==> src/sv/bf3_pkg.sv <==
`default_nettype none

package bf3_pkg;

	localparam int DEF_MAX_WIDTH    = 2048;
	localparam int DEF_MAX_CHANNELS = 3;
	localparam int IO_CHANNELS      = 3;

	localparam int WIDTH_W    = 12;
	localparam int HEIGHT_W   = 13;
	localparam int CHAN_W     = 2;
	localparam int CFG_IDX_W  = 2;
	localparam int CFG_DATA_W = 13;
	localparam int ROW_W      = 16;

	localparam logic [CFG_IDX_W-1:0] CFG_IMAGE_WIDTH   = 2'd0;
	localparam logic [CFG_IDX_W-1:0] CFG_IMAGE_HEIGHT  = 2'd1;
	localparam logic [CFG_IDX_W-1:0] CFG_CHANNEL_COUNT = 2'd2;

	localparam logic [WIDTH_W-1:0]  RST_IMAGE_WIDTH   = 12'd640;
	localparam logic [HEIGHT_W-1:0] RST_IMAGE_HEIGHT  = 13'd480;
	localparam logic [CHAN_W-1:0]   RST_CHANNEL_COUNT = 2'd3;

	localparam logic [ROW_W-1:0] ROW_LIMIT = 16'hFFFF;

	// floor(x/9) == (x * 3641) >> 15 for every nine-sample sum (x < 2296)
	localparam int SUM_W       = 12;
	localparam int PROD_W      = 24;
	localparam int RECIP_SHIFT = 15;
	localparam logic [SUM_W-1:0] RECIP_NINE = 12'd3641;

	typedef struct packed {
		logic top;
		logic bot;
		logic left;
		logic right;
	} rep_t;

	typedef struct packed {
		logic                   res;
		logic                   last;
		rep_t                   rep;
		logic [IO_CHANNELS-1:0] mask;
	} item_ctl_t;

endpackage

`default_nettype wire

==> src/sv/bf3_lane.sv <==
`default_nettype none

module bf3_lane (
	input  wire logic          clk,
	input  wire logic          arst_n,
	input  wire logic          shift_en,
	input  wire logic          sum_en,
	input  wire logic [7:0]    col_top,
	input  wire logic [7:0]    col_mid,
	input  wire logic [7:0]    col_bot,
	input  wire bf3_pkg::rep_t rep,
	output logic      [7:0]    quo
);
	import bf3_pkg::*;

	logic [2:0][2:0][7:0] win_q;
	logic [2:0][7:0]      col_new;
	logic [2:0][1:0]      rsel;
	logic [2:0][1:0]      csel;
	logic [SUM_W-1:0]     sum;
	logic [SUM_W-1:0]     sum_s3;
	logic [PROD_W-1:0]    prod;

	assign col_new = {col_bot, col_mid, col_top};

	always_ff @(posedge clk or negedge arst_n) begin
		if (!arst_n) begin
			win_q <= '0;
		end else if (shift_en) begin
			for (int r = 0; r < 3; r++) begin
				win_q[r][0] <= win_q[r][1];
				win_q[r][1] <= win_q[r][2];
				win_q[r][2] <= col_new[r];
			end
		end
	end

	always_comb begin
		rsel[0] = rep.top   ? 2'd1 : 2'd0;
		rsel[1] = 2'd1;
		rsel[2] = rep.bot   ? 2'd1 : 2'd2;
		csel[0] = rep.left  ? 2'd1 : 2'd0;
		csel[1] = 2'd1;
		csel[2] = rep.right ? 2'd1 : 2'd2;
		sum = '0;
		for (int r = 0; r < 3; r++) begin
			for (int c = 0; c < 3; c++) begin
				sum = sum + SUM_W'(win_q[rsel[r]][csel[c]]);
			end
		end
	end

	always_ff @(posedge clk) begin
		if (sum_en) begin
			sum_s3 <= sum;
		end
	end

	assign prod = PROD_W'(sum_s3) * PROD_W'(RECIP_NINE);
	assign quo  = prod[RECIP_SHIFT+7:RECIP_SHIFT];

endmodule

`default_nettype wire

==> config.mk <==
export PLATFORM = sky130hd
export DESIGN_NAME = bf3_lane
export DESIGN_NICKNAME = d
export VERILOG_FILES = /design/src/sv/bf3_pkg.sv /design/src/sv/bf3_lane.sv
export SDC_FILE = /design/constraint.sdc
export NUM_CORES = 1
export LEC_CHECK = 0
export BUFFER_PORTS_ARGS = -buffer_cell sky130_fd_sc_hd__buf_2
export CAP_MARGIN = 30
export CORE_MARGIN = 4
export CORE_UTILIZATION = 53
export CTS_CLUSTER_DIAMETER = 200
export CTS_CLUSTER_SIZE = 28
export DETAILED_ROUTE_END_ITERATION = 7
export PLACE_DENSITY = 0.7
export SKIP_CTS_REPAIR_TIMING = 1
export SYNTH_ARGS = -nofsm -noshare
export SYNTH_HDL_FRONTEND = slang
export SYNTH_SLANG_ARGS = --single-unit
==> constraint.sdc <==
create_clock -name clk -period 6 [get_ports clk]
set_clock_uncertainty 0.2 [all_clocks]
set_input_delay 0 -clock clk [delete_from_list [all_inputs] [get_ports clk]]
set_output_delay 0 -clock clk [all_outputs]
set_load 0.01 [all_outputs]
# After elaboration in Yosys (flattened, before gate mapping)
# Index checks and enable logic that the tools add are counted.
# classes
muxes	20
magnitude_cmp	4
add_sub_neg	8
n_mul	1
# ops
cell	count
$bmux W24 S2	2
$bmux W8 S2	6
$add A12 B8 Y12	4
$mux W24	2
$mux W8	6
$mul A12 B12 Y23 const B	1
$add A11 B8 Y12	1
$add A10 B8 Y11	1
$add A9 B8 Y10	1
$add A8 B8 Y9	1
$lt A1 B3 Y1 const B	2
$lt A2 B3 Y1 const B	2
$mux W2	2
$mux W1	2
# word_totals
regBits	84
output_inout_bits	8
wordCells	43
input_bits	32

# Longest topological paths before layout
# Gate-level depths: netlist (run 1).
# logic_depth
word_depth	13
ltp_mapped	21

# Worst setup path after synthesis (run 1)
# No wires, ideal clock.
# synth_timing
path_kind	register -> output
start	reg sum_s3[7]
end	out quo[6]
required_time_ns	5.800
setup_slack_ns	1.254
stages_incl_launch_ff	17
arrival_ns	4.546
path_cell_list	edfxtp_1 fa_1 ha_1 inv_1 fa_1 inv_1 fa_1 inv_1 fa_1 inv_1 ha_1 a211o_1 or3_4 o2111ai_2 a21boi_1 o32a_1 buf_4
# synth_via
elab_chain_len	1
# synth_lines
element	line_no	rtl
start: declaration	bf3_lane.sv:21	logic [SUM_W-1:0] sum_s3;
start signal: assignment	bf3_lane.sv:55	sum_s3 <= sum;
$mul A12 B12 Y23	bf3_lane.sv:59	assign prod = PROD_W'(sum_s3) * PROD_W'(RECIP_NINE);
end: declaration	bf3_lane.sv:12	output logic [7:0] quo
# No other way between the ends.

# Worst setup path in the final report (run 1)
# Ends and elaborated chain as after synthesis.

==> results of run 1 <==
==> registers in the layout, indices dropped and copies added, names as in the netlist <==
name,cells
sum_s3,12
win_q,72
==> worst max-delay path, delay by kind of cell (launching register included) <==
kind	cells	cell delay (ns)
AOI/OAI and AO/OA	4	0.90
DFF	1	0.49
and+or+nand+nor	1	0.35
buffers and inverters	5	0.35
adders and majority gates	6	2.69
==> metrics by stage <==
| stage | area, µm² | utilization | setup WS [ns] |
|---|---|---|---|
| after global routing | 8790 | 0.603 | 0.439 |
| final | 8790 | 0.603 | 0.672 |
| after detailed placement | 8230 | 0.564 | 0.977 |
| after CTS | 8530 | 0.585 | 0.657 |
| after global placement | 8230 | 0.564 | 1.12 |
| after floorplan | 7930 | - | 1.25 |
==> cell type report <==
cell class | instances | area [µm²] | area share
inverter | 141 | 529 | 0.0602
tap | 184 | 230 | 0.0262
clock buffer | 15 | 299 | 0.0340
timing repair buffer | 69 | 485 | 0.0552
multi-input combinational | 471 | 5090 | 0.578
sequential | 84 | 2160 | 0.246
==> synth_stat cells, drive strengths merged, types with 5 or more instances <==
master,count
fa,84
o21a,5
o21ai,24
a21o,6
ha,78
nor2,24
nand2,28
xor2,7
nand3,5
a21oi,32
dfrtp,72
clkbuf,17
mux2i,39
buf,15
mux2,89
edfxtp,12
inv,141
xnor2,9
==> per-layer routing <==
layer / GRT usage / up-vias / part of all wire
li1: - / 2476 / -
met2: 0.317 / 60 / 0.53
met5: 0 / - / 0
met3: 0.0295 / 24 / 0.024
met1: 0.229 / 2543 / 0.43
met4: 0.0605 / 0 / 0.017
==> how the worst max path moves through the flow <==
stage,from,endpoint,slack [ns]
floorplan,sum_s3[7],quo[6],1.25
finish,sum_s3[7],quo[6],0.67
CTS,sum_s3[7],quo[6],0.66
global route,sum_s3[7],quo[6],0.44
global placement,sum_s3[7],quo[6],1.12
detailed placement,rep[2],sum_s3[11],0.98
==> kinds of logic after synthesis <==
| kind of cell | count (synthesis) | share of synthesized area |
|---|---|---|
| fa+ha+maj | 162 | 0.335 |
| buf+inv | 173 | 0.0864 |
| mux | 128 | 0.176 |
| simple gates | 82 | 0.0494 |
| flops | 84 | 0.273 |
| xor+xnor | 16 | 0.0177 |
| compound gates | 83 | 0.0636 |
==> results.env, run 1 <==
GRT_MAX_DEGREE=80
YS_FLOP_TYPE='dfrtp_1'
PLACE.DETAILED.INSTANCES=923
PORT-BUFFER-COUNT=39
CLK-INSERTION-DELAY-LATE_NS=0.34
REG2REGPATHDEPTH=15
TRITONCTS_SINK_COUNT=84
SYNTH_NETS=922
CRITICAL_PATH.REG2REG.ENDPOINT='sum_s3[11]'
POSTROUTEANTENNANETS=0
FINAL_LAYOUT_SIZE_SUFFIX_GT1_FRAC=0.192
SYNTHDOMINANTAREACELLTYPE='dfrtp_1'
INSTANCES_NO_FILL=964
NUMBER_OF_ANTENNA_VIOLATIONS_AT_THE_FIRST_CHECK_IN_GLOBAL_ROUTING=0
MAXSLEWHEADROOM=0.383
LAYOUT.FILLER_CELLS=1157
YOSYS_WARNINGS=0
STARTPOINT_TYPE='register'
RSZ0062_AT_GRT='no'
CRITICAL_PATH_CELL_LIST='fa_1, ha_1, inv_1, fa_1, inv_1, fa_1, inv_1, fa_1, inv_1, ha_1, a211o_1, or3_4, o2111ai_2, a21boi_1, o32a_1, buf_2'
COMMONEST_NON_FILL_NON_TAP_CELL_IN_THE_LAYOUT='inv_1'
CELL_CHOSEN_FOR_THE_CLOCK_ROOT='clkbuf_16'
N_ANTENNA_CELL=0
GRT_UTIL_ALL_LAYERS=0.181
WORST_EP_REQUIRED_TIME_NS=5.80
DR_TOTAL_VIAS=5103
CTS_TREE='built'
FLOORPLAN.CORE_AREA_UM2=14600
SYNTHCELLS=728
GRT_FIRST_PASS_WIRELENGTH_MM=24.8
FLOORPLAN.DIE.WIDTH_UM=130
NUM_ROWS=44
CRITPATHKIND='register to output pin'
SYNTH_EDF_COUNT=12
LAYOUT_MIN_CYCLE_TIME_NS=5.33
SYNTH.TOP_CELL.AREA_SHARE=0.227
CRITICAL-PATH-MAX-STAGE-DELAY_NS=0.53
WIRELENGTH_MM=14.1
CLOCK_SLEW_SEEN_BY_THE_REGISTERS_OF_THE_WORST_SETUP_AND_HOLD_PATHS_NS=0.06
SYNTHARSTFLOPSHARE=0.857
POST_DRT_WL_PER_CELL_UM=14.6
WORST_R2R_STARTPOINT='win_q[35]'
ENDPOINT_KIND='output pin'
REPORT.FINAL.SLEW_VIOL_COUNT=0
PATH_MAX_FANOUT=5
WHS_NS=0.191
BIGGEST_AREA_CONTRIBUTORS_IN_THE_SYNTHESIZED_NETLIST='dfrtp_1, fa_1, mux2_2, ha_1, inv_1'
FP.DIEH_UM=130
FINALSETUPTNS_NS=0
VIASPERCELL=5.29
SYN-CELL-AREA_UM2=7930
FMAXACHIEVABLE_MHz=188
INITIAL_UTILIZATION=0.544
DRC_ERRORS=0
OUTCOME='completed'
WORSTHOLDPATHTYPE='input pin to async pin'
POST-ROUTE-PERIOD-UTIL=0.888
WORSTMARGINPINSLEW_NS=0.925
MAX-CAP-VIOLATIONS=0
SYNTHESIS.AREA_PER_INSTANCE_UM2=10.9
REGTOREGSETUPSLACK_NS=1.16
YS_SEQ_ELEMENTS=84
IO_PINS=40
GLOBAL_ROUTE.OVERFLOW_TOTAL=0
LAYOUT_STAGE_AREA_GROWTH_OVER_THE_SYNTHESIS_RESULT_PCT=10.8
MAX-CLOCK-PATH-BUFFERS=2
TIMING.CRITICAL_PATH.ARRIVAL_NS=5.13
GPL.FINAL_WEIGHTED_CONGESTION=0.865
FIRST_GLOBAL_VIAS=5432
CTS_BUFFERS=9
FINALSETUPVIOLATIONS=0
CRIT_SLOWEST_CELL='fa_1'
CTS_HTREE_LEVELS=3
DRT-PASS1-ITER-COUNT=4
LAYOUT_COMMON_CELLS='inv_1, mux2_2, fa_1'
SYNTH.LIB_CELLS_USED.DISTINCT=48
YS_SEQ_AREA_FRAC=0.273
HPWL_MM=11.0
TIMING_HOLD_VIOLATIONS_FINAL=0
NET_TOTAL_IN_THE_FINAL_LAYOUT=970
DETAIL_ROUTE.ITER0.VIOLATIONS=147
DIE-AREA_UM2=17000
Power of run 1 is left out: the tool's default activity adds up to more than one toggle a clock period on the data nets, which glitch-free logic cannot reach.
==> run 2, diff against run 1 <==
CAP_MARGIN = 0   (was 30)
GPL_TIMING_DRIVEN = 0   (was not set)
==> run 2 against run 1 <==
Die area unchanged. Sequential share of layout area fell by 0.34 points. Critical endpoint unchanged. Critical path type unchanged. Worst setup slack worse by 0.18 ns.
==> results.env, run 2 (synthesized netlist as in run 1, its figures left out) <==
CRITICAL-PATH-MAX-STAGE-DELAY_NS=0.54
PLACE.DETAILED.INSTANCES=947
LAYOUT_COMMON_CELLS='inv_1, mux2_2, fa_1'
LAYOUT.FILLER_CELLS=1155
CTS_TREE='built'
FIRST_GLOBAL_VIAS=5682
DIE-AREA_UM2=17000
GRT_MAX_DEGREE=73
FINALSETUPTNS_NS=0
OUTCOME='completed'
LARGEST_REGISTER='win_q'
CELL_CHOSEN_FOR_THE_CLOCK_ROOT='clkbuf_16'
N_ANTENNA_CELL=0
DR_TOTAL_VIAS=5358
MAX_REG_FLOPS=72
NUM_ROWS=44
GRT_UTIL_ALL_LAYERS=0.212
MAX-CLOCK-PATH-BUFFERS=2
CRIT_FAMILY='adder cells'
CRITPATHKIND='register to output pin'
FLOORPLAN.DIE.WIDTH_UM=130
FINALSETUPVIOLATIONS=0
NUMBER_OF_ANTENNA_VIOLATIONS_AT_THE_FIRST_CHECK_IN_GLOBAL_ROUTING=0
DRC_ERRORS=0
LAYOUT_MIN_CYCLE_TIME_NS=5.51
POST_DRT_WL_PER_CELL_UM=16.8
WORSTMARGINPINSLEW_NS=0.931
INITIAL_UTILIZATION=0.544
DETAIL_ROUTE.ITER0.VIOLATIONS=201
NET_TOTAL_IN_THE_FINAL_LAYOUT=994
WORSTHOLDPATHTYPE='input pin to async pin'
CRIT_SLOWEST_CELL='edfxtp_1'
PATH_MAX_FANOUT=5
TIMING_HOLD_VIOLATIONS_FINAL=0
POST-ROUTE-PERIOD-UTIL=0.918
MAXSLEWHEADROOM=0.379
IO_PINS=40
TIMING.CRITICAL_PATH.ARRIVAL_NS=5.31
WIRELENGTH_MM=16.6
LAYOUT_STAGE_AREA_GROWTH_OVER_THE_SYNTHESIS_RESULT_PCT=12.4
GPL.FINAL_WEIGHTED_CONGESTION=0.890
POSTROUTEANTENNANETS=0
CLOCK_SLEW_SEEN_BY_THE_REGISTERS_OF_THE_WORST_SETUP_AND_HOLD_PATHS_NS=0.06
STARTPOINT_TYPE='register'
FP.DIEH_UM=130
ENDPOINT_KIND='output pin'
WORST-PATH-BUF-INV=6
TRITONCTS_SINK_COUNT=84
RSZ0062_AT_GRT='no'
CRITICAL_PATH_CELL_LIST='fa_1, ha_1, inv_1, fa_1, inv_1, fa_1, inv_1, fa_1, inv_1, ha_1, a211o_1, or3_4, o2111ai_2, a21boi_1, o32a_1, buf_4, buf_2'
FLOORPLAN.CORE_AREA_UM2=14600
VIASPERCELL=5.42
FINAL_LAYOUT_SIZE_SUFFIX_GT1_FRAC=0.194
GRT_FIRST_PASS_WIRELENGTH_MM=28.0
BIGGESTREGSBYFLOPS='win_q x72, sum_s3 x12'
AREA_OF_THE_MULTI_INPUT_GATES_UM2=5090
CTS_BUFFERS=9
CTS_HTREE_LEVELS=3
MAX-CAP-VIOLATIONS=0
REPORT.FINAL.SLEW_VIOL_COUNT=0
HPWL_MM=12.9
PORT-BUFFER-COUNT=35
FMAXACHIEVABLE_MHz=182
INSTANCES_NO_FILL=989
REGISTER_AREA_UM2=2160
WORST_EP_REQUIRED_TIME_NS=5.80
GLOBAL_ROUTE.OVERFLOW_TOTAL=0
DRT-PASS1-ITER-COUNT=4
CLK-INSERTION-DELAY-LATE_NS=0.34
COMMONEST_NON_FILL_NON_TAP_CELL_IN_THE_LAYOUT='inv_1'
[run 2: worst paths after layout]
path                            slack [ns]  depth (start not counted)      start          to
worst max register to register        1.11                         15  win_q[35]  sum_s3[11]
max in group asynchronous             4.84                          2     arst_n   win_q[23]
min in group clk                      0.17                          4     rep[0]   sum_s3[0]
worst min register to register        0.30                          1   win_q[0]    win_q[0]
worst min-delay path                  0.13                          2     arst_n   win_q[64]
worst max-delay path                  0.49                         17  sum_s3[9]      quo[6]
[run 2: final cells by class]
cell class | instances | share of cell area
clock inverter | 3 | 0.00463
buffer | 32 | 0.0175
inverter | 141 | 0.0594
clock buffer | 13 | 0.0305
timing repair buffer | 61 | 0.0491
tap | 184 | 0.0258
sequential | 84 | 0.243
multi-input combinational | 471 | 0.571
[run 2: metal layers]
metal  wire length (µm)  global-route usage
met1               6810               0.261
met2               8930               0.387
met3                691              0.0360
met4                172              0.0532
met5                  0                   0
[run 2: through the flow]
stage | hold slack, ns | cell area (µm²) | setup WS (ns) | util
3_3_place_gp | 0.0313 | 8340 | 0.562 | 0.572
6_report | 0.126 | 8910 | 0.492 | 0.611
4_1_cts | -0.373 | 8650 | 0.461 | 0.593
2_1_floorplan | -0.496 | 7930 | 1.25 | -
3_5_place_dp | -0.0107 | 8340 | 0.493 | 0.572
5_1_grt | 0.220 | 8910 | 0.249 | 0.611
[run 2: worst register-to-register path: cells and delay by family, from the launching register on]
family	cells	cell delay, ns
AOI/OAI and AO/OA	6	1.17
muxes	1	0.33
buffers and inverters	3	0.21
DFF	1	0.43
adders and majority gates	5	2.30
Power of run 2 is left out for the same reason.
==> run 3, diff against run 2 <==
CORE_MARGIN = 1.5   (was 4)
CORE_UTILIZATION = 64   (was 53)
PLACE_DENSITY = 0.83   (was 0.7)
clock period = 7.1 ns   (was 6 ns; I/O delays follow)
==> run 3 against run 2 <==
Wire length up 3.9%. Critical path depth unchanged. Critical endpoint unchanged. Die area down 23%. Highest routed layer unchanged.
==> results.env, run 3 (synthesized netlist as in run 1, its figures left out) <==
STARTPOINT_TYPE='register'
WORSTHOLDPATHTYPE='input pin to async pin'
FLOORPLAN.DIE.WIDTH_UM=114
TRITONCTS_SINK_COUNT=84
DIE-AREA_UM2=13100
FINAL_LAYOUT_SIZE_SUFFIX_GT1_FRAC=0.195
AREA_OF_THE_MULTI_INPUT_GATES_UM2=5090
REGISTER_AREA_UM2=2160
CRITPATHKIND='register to output pin'
DR_TOTAL_VIAS=5451
CELL_CHOSEN_FOR_THE_CLOCK_ROOT='clkbuf_16'
POSTROUTEANTENNANETS=0
LAYOUT.FILLER_CELLS=819
FINALSETUPTNS_NS=0
FIRST_GLOBAL_VIAS=5779
N_ANTENNA_CELL=0
FMAXACHIEVABLE_MHz=179
POST_DRT_WL_PER_CELL_UM=17.8
TIMING_HOLD_VIOLATIONS_FINAL=0
CTS_TREE='built'
RSZ0062_AT_GRT='no'
VIASPERCELL=5.61
DETAIL_ROUTE.ITER0.VIOLATIONS=297
INITIAL_UTILIZATION=0.658
WIRELENGTH_MM=17.3
GLOBAL_ROUTE.OVERFLOW_TOTAL=0
REPORT.FINAL.SLEW_VIOL_COUNT=0
GPL.FINAL_WEIGHTED_CONGESTION=0.893
FP.DIEH_UM=114
FINALSETUPVIOLATIONS=0
GRT_MAX_DEGREE=73
PATH_MAX_FANOUT=5
CLOCK_SLEW_SEEN_BY_THE_REGISTERS_OF_THE_WORST_SETUP_AND_HOLD_PATHS_NS=0.06
WORST_EP_REQUIRED_TIME_NS=6.90
MAX_REG_FLOPS=72
OUTCOME='completed'
WORSTMARGINPINSLEW_NS=0.942
DRC_ERRORS=0
TIMING.CRITICAL_PATH.ARRIVAL_NS=5.39
NET_TOTAL_IN_THE_FINAL_LAYOUT=994
CLK-INSERTION-DELAY-LATE_NS=0.34
NUM_ROWS=40
CTS_BUFFERS=9
LAYOUT_STAGE_AREA_GROWTH_OVER_THE_SYNTHESIS_RESULT_PCT=12.3
CTS_HTREE_LEVELS=3
MAXSLEWHEADROOM=0.372
DRT-PASS1-ITER-COUNT=5
LARGEST_REGISTER='win_q'
PORT-BUFFER-COUNT=35
ENDPOINT_KIND='output pin'
MAX-CLOCK-PATH-BUFFERS=2
BIGGESTREGSBYFLOPS='win_q x72, sum_s3 x12'
LAYOUT_MIN_CYCLE_TIME_NS=5.59
HPWL_MM=13.0
FLOORPLAN.CORE_AREA_UM2=12100
IO_PINS=40
WHS_NS=0.112
COMMONEST_NON_FILL_NON_TAP_CELL_IN_THE_LAYOUT='inv_1'
POST-ROUTE-PERIOD-UTIL=0.787
NUMBER_OF_ANTENNA_VIOLATIONS_AT_THE_FIRST_CHECK_IN_GLOBAL_ROUTING=0
GRT_FIRST_PASS_WIRELENGTH_MM=27.6
FINAL_CORE_UTILIZATION=0.738
LAYOUT_COMMON_CELLS='inv_1, mux2_2, fa_1'
MAX-CAP-VIOLATIONS=0
GRT_UTIL_ALL_LAYERS=0.278
==> run 3: metal layers <==
metal / wire length (µm) / track usage
met5: 0 / 0
met4: 422 / 0.106
met3: 592 / 0.0360
met2: 9280 / 0.504
met1: 6960 / 0.339
==> run 3: final timing paths <==
kind / start / end / slack (ns) / cells past startpoint
worst max register to register: win_q[35] / sum_s3[11] / 2.14 / 15
worst min register to register: win_q[1] / win_q[1] / 0.31 / 1
max in group asynchronous: arst_n / win_q[22] / 5.96 / 2
min in group clk: rep[0] / sum_s3[0] / 0.17 / 4
worst max-delay path: sum_s3[7] / quo[6] / 1.51 / 17
worst min-delay path: arst_n / win_q[16] / 0.11 / 2
==> run 3: layout make-up <==
class,instances,share of cell area
Sequential cell,84,0.243
Timing Repair Buffer,61,0.0492
Tap cell,168,0.0236
Inverter,141,0.0594
Clock inverter,4,0.00801
Multi-Input combinational cell,471,0.571
Buffer,32,0.0176
Clock buffer,11,0.0284
==> run 3: worst max-delay path: stages, from the launching register on <==
cell	delay [ns]
edfxtp_1	0.50
fa_1	0.51
ha_1	0.35
inv_1	0.08
fa_1	0.55
inv_1	0.05
fa_1	0.47
inv_1	0.05
fa_1	0.55
inv_1	0.05
ha_1	0.35
a211o_1	0.31
or3_4	0.35
o2111ai_2	0.22
a21boi_1	0.11
o32a_1	0.30
buf_4	0.13
buf_2	0.12
==> run 3: per-stage QoR <==
step,area [µm²],std cells,setup WS (ns)
floorplan,7930,728,2.35
global placement,8320,931,1.71
detailed placement,8320,931,1.59
CTS,8650,946,1.50
global route,8910,972,1.36
finish,8910,972,1.51
Power of run 3 is left out for the same reason.
